[src/rtl/flowed_text_unwrap_sig_strip_top_macros.svh]
// assertion macros used by the rtl top
`ifndef FLOWED_TEXT_UNWRAP_SIG_STRIP_TOP_MACROS_SVH
`define FLOWED_TEXT_UNWRAP_SIG_STRIP_TOP_MACROS_SVH

// concurrent check on clk, quiet while reset is asserted
`define FTU_ASSERT(lbl, prop, msg) \
	lbl: assert property (@(posedge clk) disable iff (!arst_n) (prop)) else $error(msg);

// condition that must never hold on a clock edge
`define FTU_NEVER(lbl, cond, msg) \
	lbl: assert property (@(posedge clk) disable iff (!arst_n) !(cond)) else $error(msg);

`endif

[src/rtl/ftu_pkg.sv]
// shared types, byte constants and marker table for the flowed text unwrapper
package ftu_pkg;

	localparam logic [7:0] CH_GT    = 8'h3E;
	localparam logic [7:0] CH_SPACE = 8'h20;
	localparam logic [7:0] CH_NL    = 8'h0A;
	localparam logic [7:0] CH_DASH  = 8'h2D;

	localparam int unsigned MAX_RES = 4;

	typedef enum logic [2:0] {
		PH_START  = 3'd0,
		PH_QUOTED = 3'd1,
		PH_TEXT   = 3'd2,
		PH_SP     = 3'd3,
		PH_SPNL   = 3'd4,
		PH_SIG    = 3'd5,
		PH_IGNORE = 3'd6
	} phase_t;

	// next state and the words one input byte produces
	typedef struct packed {
		phase_t          phase;
		logic [2:0]      matched;
		logic [2:0]      cnt;
		logic [3:0][7:0] bytes;
	} ftu_step_t;

	// signature marker "-- " then newline
	function automatic logic [7:0] sig_marker_byte(input logic [1:0] idx);
		logic [7:0] b;
		case (idx)
			2'd0: b = CH_DASH;
			2'd1: b = CH_DASH;
			2'd2: b = CH_SPACE;
			2'd3: b = CH_NL;
			default: b = CH_NL;
		endcase
		return b;
	endfunction

endpackage

[src/rtl/flowed_text_unwrap_sig_strip_top.sv]
// Flowed text unwrapper with signature stripping. A byte is taken into an input register,
// decoded combinationally against the line state, and its zero to four display words are loaded
// into a four-entry result buffer that drains one word per cycle while m_axis_tready is high.
// A byte that gives at most one word passes at one byte per cycle when the output does not stall;
// a byte that gives more words holds the input until its last word leaves the single read port
// of the result buffer. strip_signature resets to 1 and is sampled at each line start.
module flowed_text_unwrap_sig_strip_top
	import ftu_pkg::*;
(
	input  logic       clk,
	input  logic       arst_n,
	input  logic       cfg_we,
	input  logic       cfg_wdata,        // strip_signature
	input  logic       s_axis_tvalid,
	output logic       s_axis_tready,
	input  logic [7:0] s_axis_tdata,     // [7:0] text_byte
	input  logic       s_axis_tlast,     // chunk_end, no effect on decoding
	output logic       m_axis_tvalid,
	input  logic       m_axis_tready,
	output logic [7:0] m_axis_tdata,     // [7:0] out_byte
	output logic       m_axis_tlast      // out_last
);

	`include "flowed_text_unwrap_sig_strip_top_macros.svh"

	logic            strip_q;
	phase_t          phase_q;
	logic [2:0]      matched_q;
	logic            valid_s1;
	logic [7:0]      text_s1;
	logic [7:0]      buf_q [MAX_RES];
	logic [2:0]      cnt_q;
	logic [1:0]      rd_q;
	ftu_step_t       res;
	logic            pop;
	logic            take_s1;

	ftu_step u_step (
		.phase     (phase_q),
		.matched   (matched_q),
		.strip     (strip_q),
		.text_byte (text_s1),
		.res       (res)
	);

	assign pop     = m_axis_tvalid && m_axis_tready;
	// decoded byte moves on once the buffer is empty or its last word leaves
	assign take_s1 = valid_s1 && (cnt_q == 3'd0 || (cnt_q == 3'd1 && pop));
	assign s_axis_tready = !valid_s1 || take_s1;

	assign m_axis_tvalid = (cnt_q != 3'd0);
	assign m_axis_tdata  = buf_q[rd_q];
	assign m_axis_tlast  = (cnt_q == 3'd1);

	always_ff @(posedge clk or negedge arst_n) begin
		if (!arst_n) begin
			strip_q <= 1'b1;
		end else if (cfg_we) begin
			strip_q <= cfg_wdata;
		end
	end

	always_ff @(posedge clk or negedge arst_n) begin
		if (!arst_n) begin
			valid_s1 <= 1'b0;
		end else if (s_axis_tready) begin
			valid_s1 <= s_axis_tvalid;
		end
	end

	always_ff @(posedge clk) begin
		if (s_axis_tready && s_axis_tvalid) begin
			text_s1 <= s_axis_tdata;
		end
	end

	always_ff @(posedge clk or negedge arst_n) begin
		if (!arst_n) begin
			phase_q   <= PH_START;
			matched_q <= 3'd0;
			cnt_q     <= 3'd0;
			rd_q      <= 2'd0;
		end else if (take_s1) begin
			phase_q   <= res.phase;
			matched_q <= res.matched;
			cnt_q     <= res.cnt;
			rd_q      <= 2'd0;
		end else if (pop) begin
			cnt_q <= cnt_q - 3'd1;
			rd_q  <= rd_q + 2'd1;
		end
	end

	always_ff @(posedge clk) begin
		if (take_s1) begin
			for (int k = 0; k < MAX_RES; k++) begin
				buf_q[k] <= res.bytes[k];
			end
		end
	end

	`FTU_NEVER(a_cnt_range, cnt_q > 3'd4, "result count beyond buffer depth")
	`FTU_ASSERT(a_rd_in_range, m_axis_tvalid |-> ({1'b0, rd_q} + cnt_q <= 3'd4), "read index past loaded words")
	`FTU_ASSERT(a_sig_matched, phase_q == PH_SIG |-> (matched_q != 3'd0 && matched_q <= 3'd3), "marker count out of range while checking")
	`FTU_ASSERT(a_ignore_silent, (phase_q == PH_IGNORE && take_s1) |=> (cnt_q == 3'd0 && phase_q == PH_IGNORE), "output after signature")

endmodule

[src/rtl/ftu_step.sv]
// line decoder: next state and up to four display bytes for one text byte
module ftu_step
	import ftu_pkg::*;
(
	input  phase_t      phase,
	input  logic [2:0]  matched,
	input  logic        strip,
	input  logic [7:0]  text_byte,
	output ftu_step_t   res
);

	phase_t          nxt_phase;
	logic [2:0]      nxt_matched;
	logic [1:0]      pre_n;
	logic [2:0][7:0] pre;
	logic            tail_en;
	phase_t          txt_phase;
	logic            txt_emit;

	// plain text handling of the current byte
	always_comb begin
		if (text_byte == CH_NL) begin
			txt_phase = PH_START;
			txt_emit  = 1'b1;
		end else if (text_byte == CH_SPACE) begin
			txt_phase = PH_SP;
			txt_emit  = 1'b0;
		end else begin
			txt_phase = PH_TEXT;
			txt_emit  = 1'b1;
		end
	end

	always_comb begin
		nxt_phase   = phase;
		nxt_matched = matched;
		pre_n       = 2'd0;
		pre[0]      = sig_marker_byte(2'd0);
		pre[1]      = sig_marker_byte(2'd1);
		pre[2]      = sig_marker_byte(2'd2);
		tail_en     = 1'b0;
		case (phase)
			PH_START: begin
				if (text_byte == CH_GT) begin
					tail_en   = 1'b1;
					nxt_phase = PH_QUOTED;
				end else if (text_byte == CH_SPACE) begin
					// space-stuffing dropped
					nxt_phase = PH_TEXT;
				end else if (strip && text_byte == CH_DASH) begin
					nxt_phase   = PH_SIG;
					nxt_matched = 3'd1;
				end else begin
					if (strip) begin
						nxt_matched = 3'd0;
					end
					nxt_phase = txt_phase;
					tail_en   = txt_emit;
				end
			end
			PH_QUOTED: begin
				tail_en = 1'b1;
				if (text_byte == CH_NL) begin
					nxt_phase = PH_START;
				end
			end
			PH_TEXT: begin
				nxt_phase = txt_phase;
				tail_en   = txt_emit;
			end
			PH_SP: begin
				if (text_byte == CH_NL) begin
					nxt_phase = PH_SPNL;
				end else begin
					pre_n     = 2'd1;
					pre[0]    = CH_SPACE;
					nxt_phase = txt_phase;
					tail_en   = txt_emit;
				end
			end
			PH_SPNL: begin
				if (text_byte == CH_GT) begin
					pre_n     = 2'd1;
					pre[0]    = CH_NL;
					tail_en   = 1'b1;
					nxt_phase = PH_QUOTED;
				end else if (text_byte == CH_NL) begin
					// empty line after soft break: two newlines
					pre_n     = 2'd1;
					pre[0]    = CH_NL;
					tail_en   = 1'b1;
					nxt_phase = PH_START;
				end else begin
					nxt_phase = txt_phase;
					tail_en   = txt_emit;
				end
			end
			PH_SIG: begin
				if (matched > 3'd3) begin
					nxt_phase = PH_IGNORE;
				end else if (text_byte == sig_marker_byte(matched[1:0])) begin
					nxt_matched = matched + 3'd1;
					if (matched == 3'd3) begin
						nxt_phase = PH_IGNORE;
					end
				end else begin
					// replay the matched marker bytes, then the failing byte unless it is a held space
					nxt_matched = 3'd0;
					pre_n       = matched[1:0];
					nxt_phase   = txt_phase;
					tail_en     = txt_emit;
				end
			end
			default: begin
				nxt_phase = PH_IGNORE;
			end
		endcase
	end

	always_comb begin
		res.phase   = nxt_phase;
		res.matched = nxt_matched;
		res.cnt     = {1'b0, pre_n} + {2'b00, tail_en};
		for (int k = 0; k < 3; k++) begin
			res.bytes[k] = (2'(k) < pre_n) ? pre[k] : text_byte;
		end
		res.bytes[3] = text_byte;
	end

endmodule

[config.mk]
export PLATFORM = sky130hd
export DESIGN_NAME = flowed_text_unwrap_sig_strip_top
export DESIGN_NICKNAME = d
export VERILOG_FILES = /design/src/rtl/ftu_pkg.sv /design/src/rtl/flowed_text_unwrap_sig_strip_top.sv /design/src/rtl/ftu_step.sv
export VERILOG_INCLUDE_DIRS = /design/src /design/src/rtl
export SDC_FILE = /design/constraint.sdc
export NUM_CORES = 1
export LEC_CHECK = 0
export CORE_UTILIZATION = 68
export DETAILED_ROUTE_END_ITERATION = 10
export DONT_BUFFER_PORTS = 1
export PLACE_DENSITY_LB_ADDON = 0.08
export REMOVE_ABC_BUFFERS = 1
export SYNTH_ARGS = -nofsm -noshare
export SYNTH_HDL_FRONTEND = slang
export SYNTH_SLANG_ARGS = --single-unit
[constraint.sdc]
create_clock -name clk -period 4.5 [get_ports clk]
set_input_delay 0.9 -clock clk [delete_from_list [all_inputs] [get_ports clk]]
set_output_delay 0.9 -clock clk [all_outputs]
set_load 0.02 [all_outputs]
==> results of run 1 <==
==> state kept, by name (all words and copies together) (netlist names) <==
| signal | count |
|---|---|
| buf_q | 32 |
| text_s1 | 8 |
| valid_s1 | 1 |
| matched_q | 3 |
| phase_q | 3 |
| rd_q | 2 |
| strip_q | 1 |
| cnt_q | 3 |
==> report_power, final <==
group | internal [mW] | total [mW] | switching [mW]
logic | 0.235 | 0.607 | 0.372
registers | 0.755 | 0.887 | 0.132
clock network | 0.117 | 0.283 | 0.166
==> worst max-delay path by stage <==
stage	slack (ns)	startpoint	depth (start not counted)	endpoint
after CTS	1.40	matched_q[0]	11	cnt_q[1]
after global placement	1.58	matched_q[0]	11	cnt_q[1]
final	1.38	matched_q[0]	11	cnt_q[1]
after floorplan	1.66	m_axis_tready	6	cnt_q[2]
after global routing	1.25	matched_q[0]	11	cnt_q[1]
after detailed placement	1.44	matched_q[0]	11	cnt_q[1]
==> cell families (layout without fill, tap and decap cells) <==
group,Yosys count,in the layout,synth area share
AO/OA/AOI/OAI,45,45,0.134
XOR/XNOR,2,2,0.00629
adder cells (fa/ha/maj),9,9,0.0404
buffers and inverters,19,21,0.0283
flip-flops,53,53,0.549
multiplexers,11,11,0.0759
AND/OR/NAND/NOR,76,76,0.167
==> per-layer routing <==
| metal | vias up | GRT usage | wire length [um] |
|---|---|---|---|
| met2 | 98 | 0.472 | 2790 |
| met1 | 922 | 0.359 | 2230 |
| met5 | - | 0 | 0 |
| met3 | 9 | 0.0517 | 442 |
| li1 | 834 | - | - |
| met4 | 0 | 0.0824 | 76 |
==> area by class of cell <==
type                            instances  area, um^2  area share
Inverter                               12        45.0      0.0154
Tap cell                               48        60.1      0.0206
Clock buffer                            5        68.8      0.0236
Timing Repair Buffer                    1        7.51     0.00257
Multi-Input combinational cell        143        1180       0.404
Sequential cell                        53        1530       0.524
Clock inverter                          3        28.8     0.00987
==> cells in the final DEF, fill, tap and decap left out, types with 3 or more instances in the layout <==
master,n
a21o_1,4
a21oi_1,7
a221o_1,3
and2_1,15
clkbuf_8,5
dfrtp_1,12
edfxtp_1,40
ha_1,9
inv_1,12
mux4_2,8
nand2_1,13
nand2b_1,7
nor2_1,8
nor3_1,5
nor4_1,3
o21ai_0,9
or3b_2,4
==> stage by stage <==
stage | setup WS, ns | hold slack, ns | instance area (um^2) | utilization | std cells
2_1_floorplan | 1.66 | 0.473 | 2750 | - | 208
3_3_place_gp | 1.58 | 0.494 | 2820 | 0.742 | 257
3_5_place_dp | 1.44 | 0.500 | 2820 | 0.742 | 257
4_1_cts | 1.40 | 0.273 | 2920 | 0.768 | 265
5_1_grt | 1.25 | 0.264 | 2920 | 0.768 | 265
6_report | 1.38 | 0.275 | 2920 | 0.768 | 265
==> critical path: cells and delay by family (launching register included) <==
family | cells | cell delay, ns
compound gates | 5 | 1.01
fa+ha+maj | 3 | 0.73
simple gates | 2 | 0.63
flops | 1 | 0.50
buf+inv | 1 | 0.13
==> impl_metrics.tcl, run 1 <==
set metrics [dict create \
    status "completed" \
    io_buffers 0 \
    setup_viol 0 \
    startpoint_type "flip-flop" \
    netlist_area_mm2 0.00279 \
    worst_hold_path_type "in2async" \
    cts_tree "yes" \
    ctsHoldBuffers 0 \
    rsz0062_at_grt "no" \
    path_cells "inv_1, ha_1, or3b_2, a2111oi_4, nor3_4, a21oi_1, o22ai_1, ha_1, ha_1, a22oi_1, o21ai_0" \
    wl_per_cell_um 20.9 \
    dr.pass1.iters 5 \
    r2r_end "cnt_q[1]" \
    synthArstFlopShare 0.245 \
    worst_slew_pin_slew_ns 0.799 \
    viasPerCell 7.03 \
    finalHoldViolCount 0 \
    worstPathArrival_ns 3.31 \
    required_ns 4.69 \
    die_h_um 66 \
    p_per_area_mw_per_mm2 609 \
    synth.distinct_cells 58 \
    period_minus_slack_ns 3.12 \
    gp_congestion 0.888 \
    first_iter_violations 198 \
    io_pins 26 \
    slowest_stage "or3b_2" \
    clk_pin_slew_worst_paths_ns 0.10 \
    synth-edff-count 40 \
    drive_gt1_frac 0.152 \
    synth_area_leaders "edfxtp_1 (43%), dfrtp_1 (11%), mux4_2 (6.5%)" \
    fillCellCount 235 \
    diodes 0 \
    cp_max_fo 8 \
    cts_buffers 5 \
    reg2reg_slack_ns 1.38 \
    worstReg2RegStart "matched_q[0]" \
    drc 0 \
    grt_usage 0.276 \
    vias 1863 \
    finalSetupTns_ns 0 \
    ys_seq_area_frac 0.549 \
    core_area_mm2 0.00380 \
    max_freq_mhz 320 \
    syn_area_per_cell_um2 13.0 \
    yosys_warnings 0 \
    rr_worst_depth 11 \
    cpMostUsedCell "ha_1" \
    cts_buffer_depth 2 \
    yosys-top-cells-count "edfxtp_1 (40), and2_1 (15), nand2_1 (13)" \
    clock-sinks 53 \
    cp_slowest_stage_delay_ns 0.51 \
    cts_resized 0 \
    worstSetupPathType "reg2reg" \
    cts_setup_buffers 0 \
    start_util 0.733 \
    nets 240 \
    period_share 0.694 \
    clk_latency_ns 0.31 \
    die_area_mm2 0.00436 \
    area_delta_synth_final_pct 4.72 \
    maxSlewViolCount 0 \
    postRouteAntennaNets 0 \
    root_buffer "clkbuf_8" \
    yosys.area.top_type "edfxtp_1" \
    antenna_found_initial 0 \
    crit_path_end_kind "flip-flop" \
    ir_drop_uv 423 \
    netlist.area_leader.share 0.431 \
    power_mw 1.78 \
    grt_pass1_wl_um 8690 \
    netlist_instances 215 \
    max_cap_viol_count 0 \
    post-dp-hpwl_um 3950 \
    leakage_nw 1.04 \
    synth_top_flop_cell "edfxtp_1" \
    core.rowCount 22 \
    grt.overflow.total 0 \
    grt_pass1_vias 1810 \
    slew_headroom 0.462 \
    htree_levels 2 \
    fin_skew_ns 0.00645 \
    grt_max_degree 39 \
    die_x_um 66 \
    yosysMostFrequentCell "edfxtp_1" \
    wirelength_um 5530 \
    synth_seq_cells 53 \
]
No activity file was read; power rests on OpenSTA's default activity.
==> run 2: changes to the inputs <==
Settings changed: CORE_UTILIZATION 68 to 63.
Clock period 4.5 ns to 3.1 ns, I/O delays scaled along.
==> impl_metrics.tcl, run 2 (same netlist as run 1, synthesis figures left out) <==
set metrics [dict create \
    gp_congestion 0.923 \
    vias 1821 \
    p_clk_frac 0.159 \
    switching_share 0.367 \
    instances_no_fill 275 \
    die_area_mm2 0.00469 \
    fillCellCount 286 \
    rsz0062_at_grt "no" \
    worstSetupPathType "reg2reg" \
    cts_buffer_depth 2 \
    rr_worst_depth 10 \
    die_x_um 68.5 \
    p_per_area_mw_per_mm2 860 \
    grt_usage 0.258 \
    clock-sinks 53 \
    path_depth 10 \
    status "completed" \
    start_util 0.677 \
    cts_resized 0 \
    maxSlewViolCount 0 \
    root_buffer "clkbuf_8" \
    ctsHoldBuffers 1 \
    cts_setup_buffers 0 \
    worst_slew_pin_slew_ns 0.806 \
    grt.overflow.total 0 \
    r2r_end "cnt_q[1]" \
    dpl.cell_count 266 \
    startpoint_type "flip-flop" \
    crit_family "compound AO/OA/AOI/OAI gates" \
    pwr-share-seq 0.497 \
    fin_skew_ns 0.00580 \
    path_cells "ha_1, or3b_2, a2111oi_4, nor3_4, a21oi_1, o22ai_1, ha_1, ha_1, a22oi_1, o21ai_0" \
    worstReg2RegStart "matched_q[1]" \
    core_area_mm2 0.00412 \
    clk_pin_slew_worst_paths_ns 0.09 \
    area_delta_synth_final_pct 7.10 \
    max_cap_viol_count 0 \
    path_buf_inv 0 \
    largest_reg_flops 32 \
    combPwrFrac 0.344 \
    dr.pass1.iters 4 \
    setup_viol 0 \
    first_iter_violations 152 \
    antenna_found_initial 0 \
    htree_levels 2 \
    slowest_stage "dfrtp_1" \
    max_freq_mhz 337 \
    switching_power_uw 940 \
    core.rowCount 23 \
    finalSetupTns_ns 0 \
    grt_pass1_wl_um 8400 \
    io_buffers 0 \
    drive_gt1_frac 0.178 \
    postRouteAntennaNets 0 \
    grt_pass1_vias 1710 \
    worstPathArrival_ns 3.15 \
    nets 248 \
    layout_common_cells "edfxtp_1 (40), and2_1 (15), nand2_1 (13)" \
    cts_tree "yes" \
    required_ns 3.28 \
    top_register "buf_q" \
    io_pins 26 \
    drc 0 \
    cp_slowest_stage_delay_ns 0.53 \
    worst_hold_path_type "in2async" \
    internal_power_mw 1.62 \
    clk_latency_ns 0.30 \
    cp_max_fo 8 \
    cpMostUsedCell "ha_1" \
    wl_per_cell_um 19.0 \
    viasPerCell 6.62 \
    grt_max_degree 37 \
    crit_path_end_kind "flip-flop" \
    wirelength_um 5240 \
    period_minus_slack_ns 2.97 \
    diodes 0 \
    leakage_nw 1.07 \
    final_common_cell "edfxtp_1" \
    finalHoldViolCount 0 \
    ir_drop_uv 522 \
    cts_buffers 5 \
    period_share 0.957 \
    die_h_um 68.5 \
    post-dp-hpwl_um 3810 \
    reg_top3 "buf_q x32, text_s1 x8" \
    slew_headroom 0.458 \
    reg2reg_slack_ns 0.13 \
]
[run 2: changes by cell type in the layout (fill, tap and decap cells not counted), sizes merged]
cell         previous run  this run
clkinv                  1         0
inv                    14        13
clkbuf                  5         6
clkinvlp                0         1
buf                     1         8
dlygate4sd3             0         1
[run 2: final cells by class]
cell class	count	area [um^2]	area share
Clock inverter	2	16.3	0.00545
Timing Repair Buffer	9	70.1	0.0235
Multi-Input combinational cell	143	1180	0.395
Sequential cell	53	1530	0.512
Tap cell	50	62.6	0.0210
Clock buffer	6	82.6	0.0277
Inverter	12	45.0	0.0151
[run 2: through the flow]
step / power, mW / worst slack (ns) / util / cell area (um^2) / hold slack (ns)
after floorplan: 1.96 / 0.363 / - / 2750 / 0.324
after global placement: 2.11 / 0.240 / 0.698 / 2870 / 0.325
after detailed placement: 2.17 / 0.185 / 0.698 / 2870 / 0.325
after CTS: 2.58 / 0.154 / 0.725 / 2980 / 0.137
after global routing: 2.71 / 0.00445 / 0.725 / 2980 / 0.122
final: 2.56 / 0.133 / 0.725 / 2980 / 0.146
[run 2: worst register-to-register path, stage by stage (launching register included)]
cell       delay [ns]
dfrtp_1          0.53
ha_1             0.23
or3b_2           0.50
a2111oi_4        0.43
nor3_4           0.11
a21oi_1          0.14
o22ai_1          0.11
ha_1             0.22
ha_1             0.29
a22oi_1          0.16
o21ai_0          0.12
[run 2: power groups by stage]
stage / logic, mW / clock network [mW] / registers (mW)
detailed placement: 0.873 / 0 / 1.30
global placement: 0.838 / 0 / 1.27
CTS: 0.888 / 0.415 / 1.28
global route: 0.953 / 0.444 / 1.31
floorplan: 0.724 / 0 / 1.24
finish: 0.882 / 0.407 / 1.28
[run 2: metal layers]
| layer | part of all wire | wire length (um) | global-route usage |
|---|---|---|---|
| met1 | 0.42 | 2180 | 0.335 |
| met2 | 0.50 | 2610 | 0.415 |
| met3 | 0.066 | 347 | 0.0641 |
| met4 | 0.020 | 106 | 0.104 |
| met5 | 0 | 0 | 0 |
[run 2: worst max path at each step]
stage                     slack, ns       end         start
final                          0.13  cnt_q[1]  matched_q[1]
after global routing          0.004  cnt_q[1]  matched_q[1]
after CTS                      0.15  cnt_q[1]  matched_q[1]
after detailed placement       0.18  cnt_q[1]  matched_q[1]
after global placement         0.24  cnt_q[1]  matched_q[1]
after floorplan                0.36  cnt_q[1]  matched_q[0]
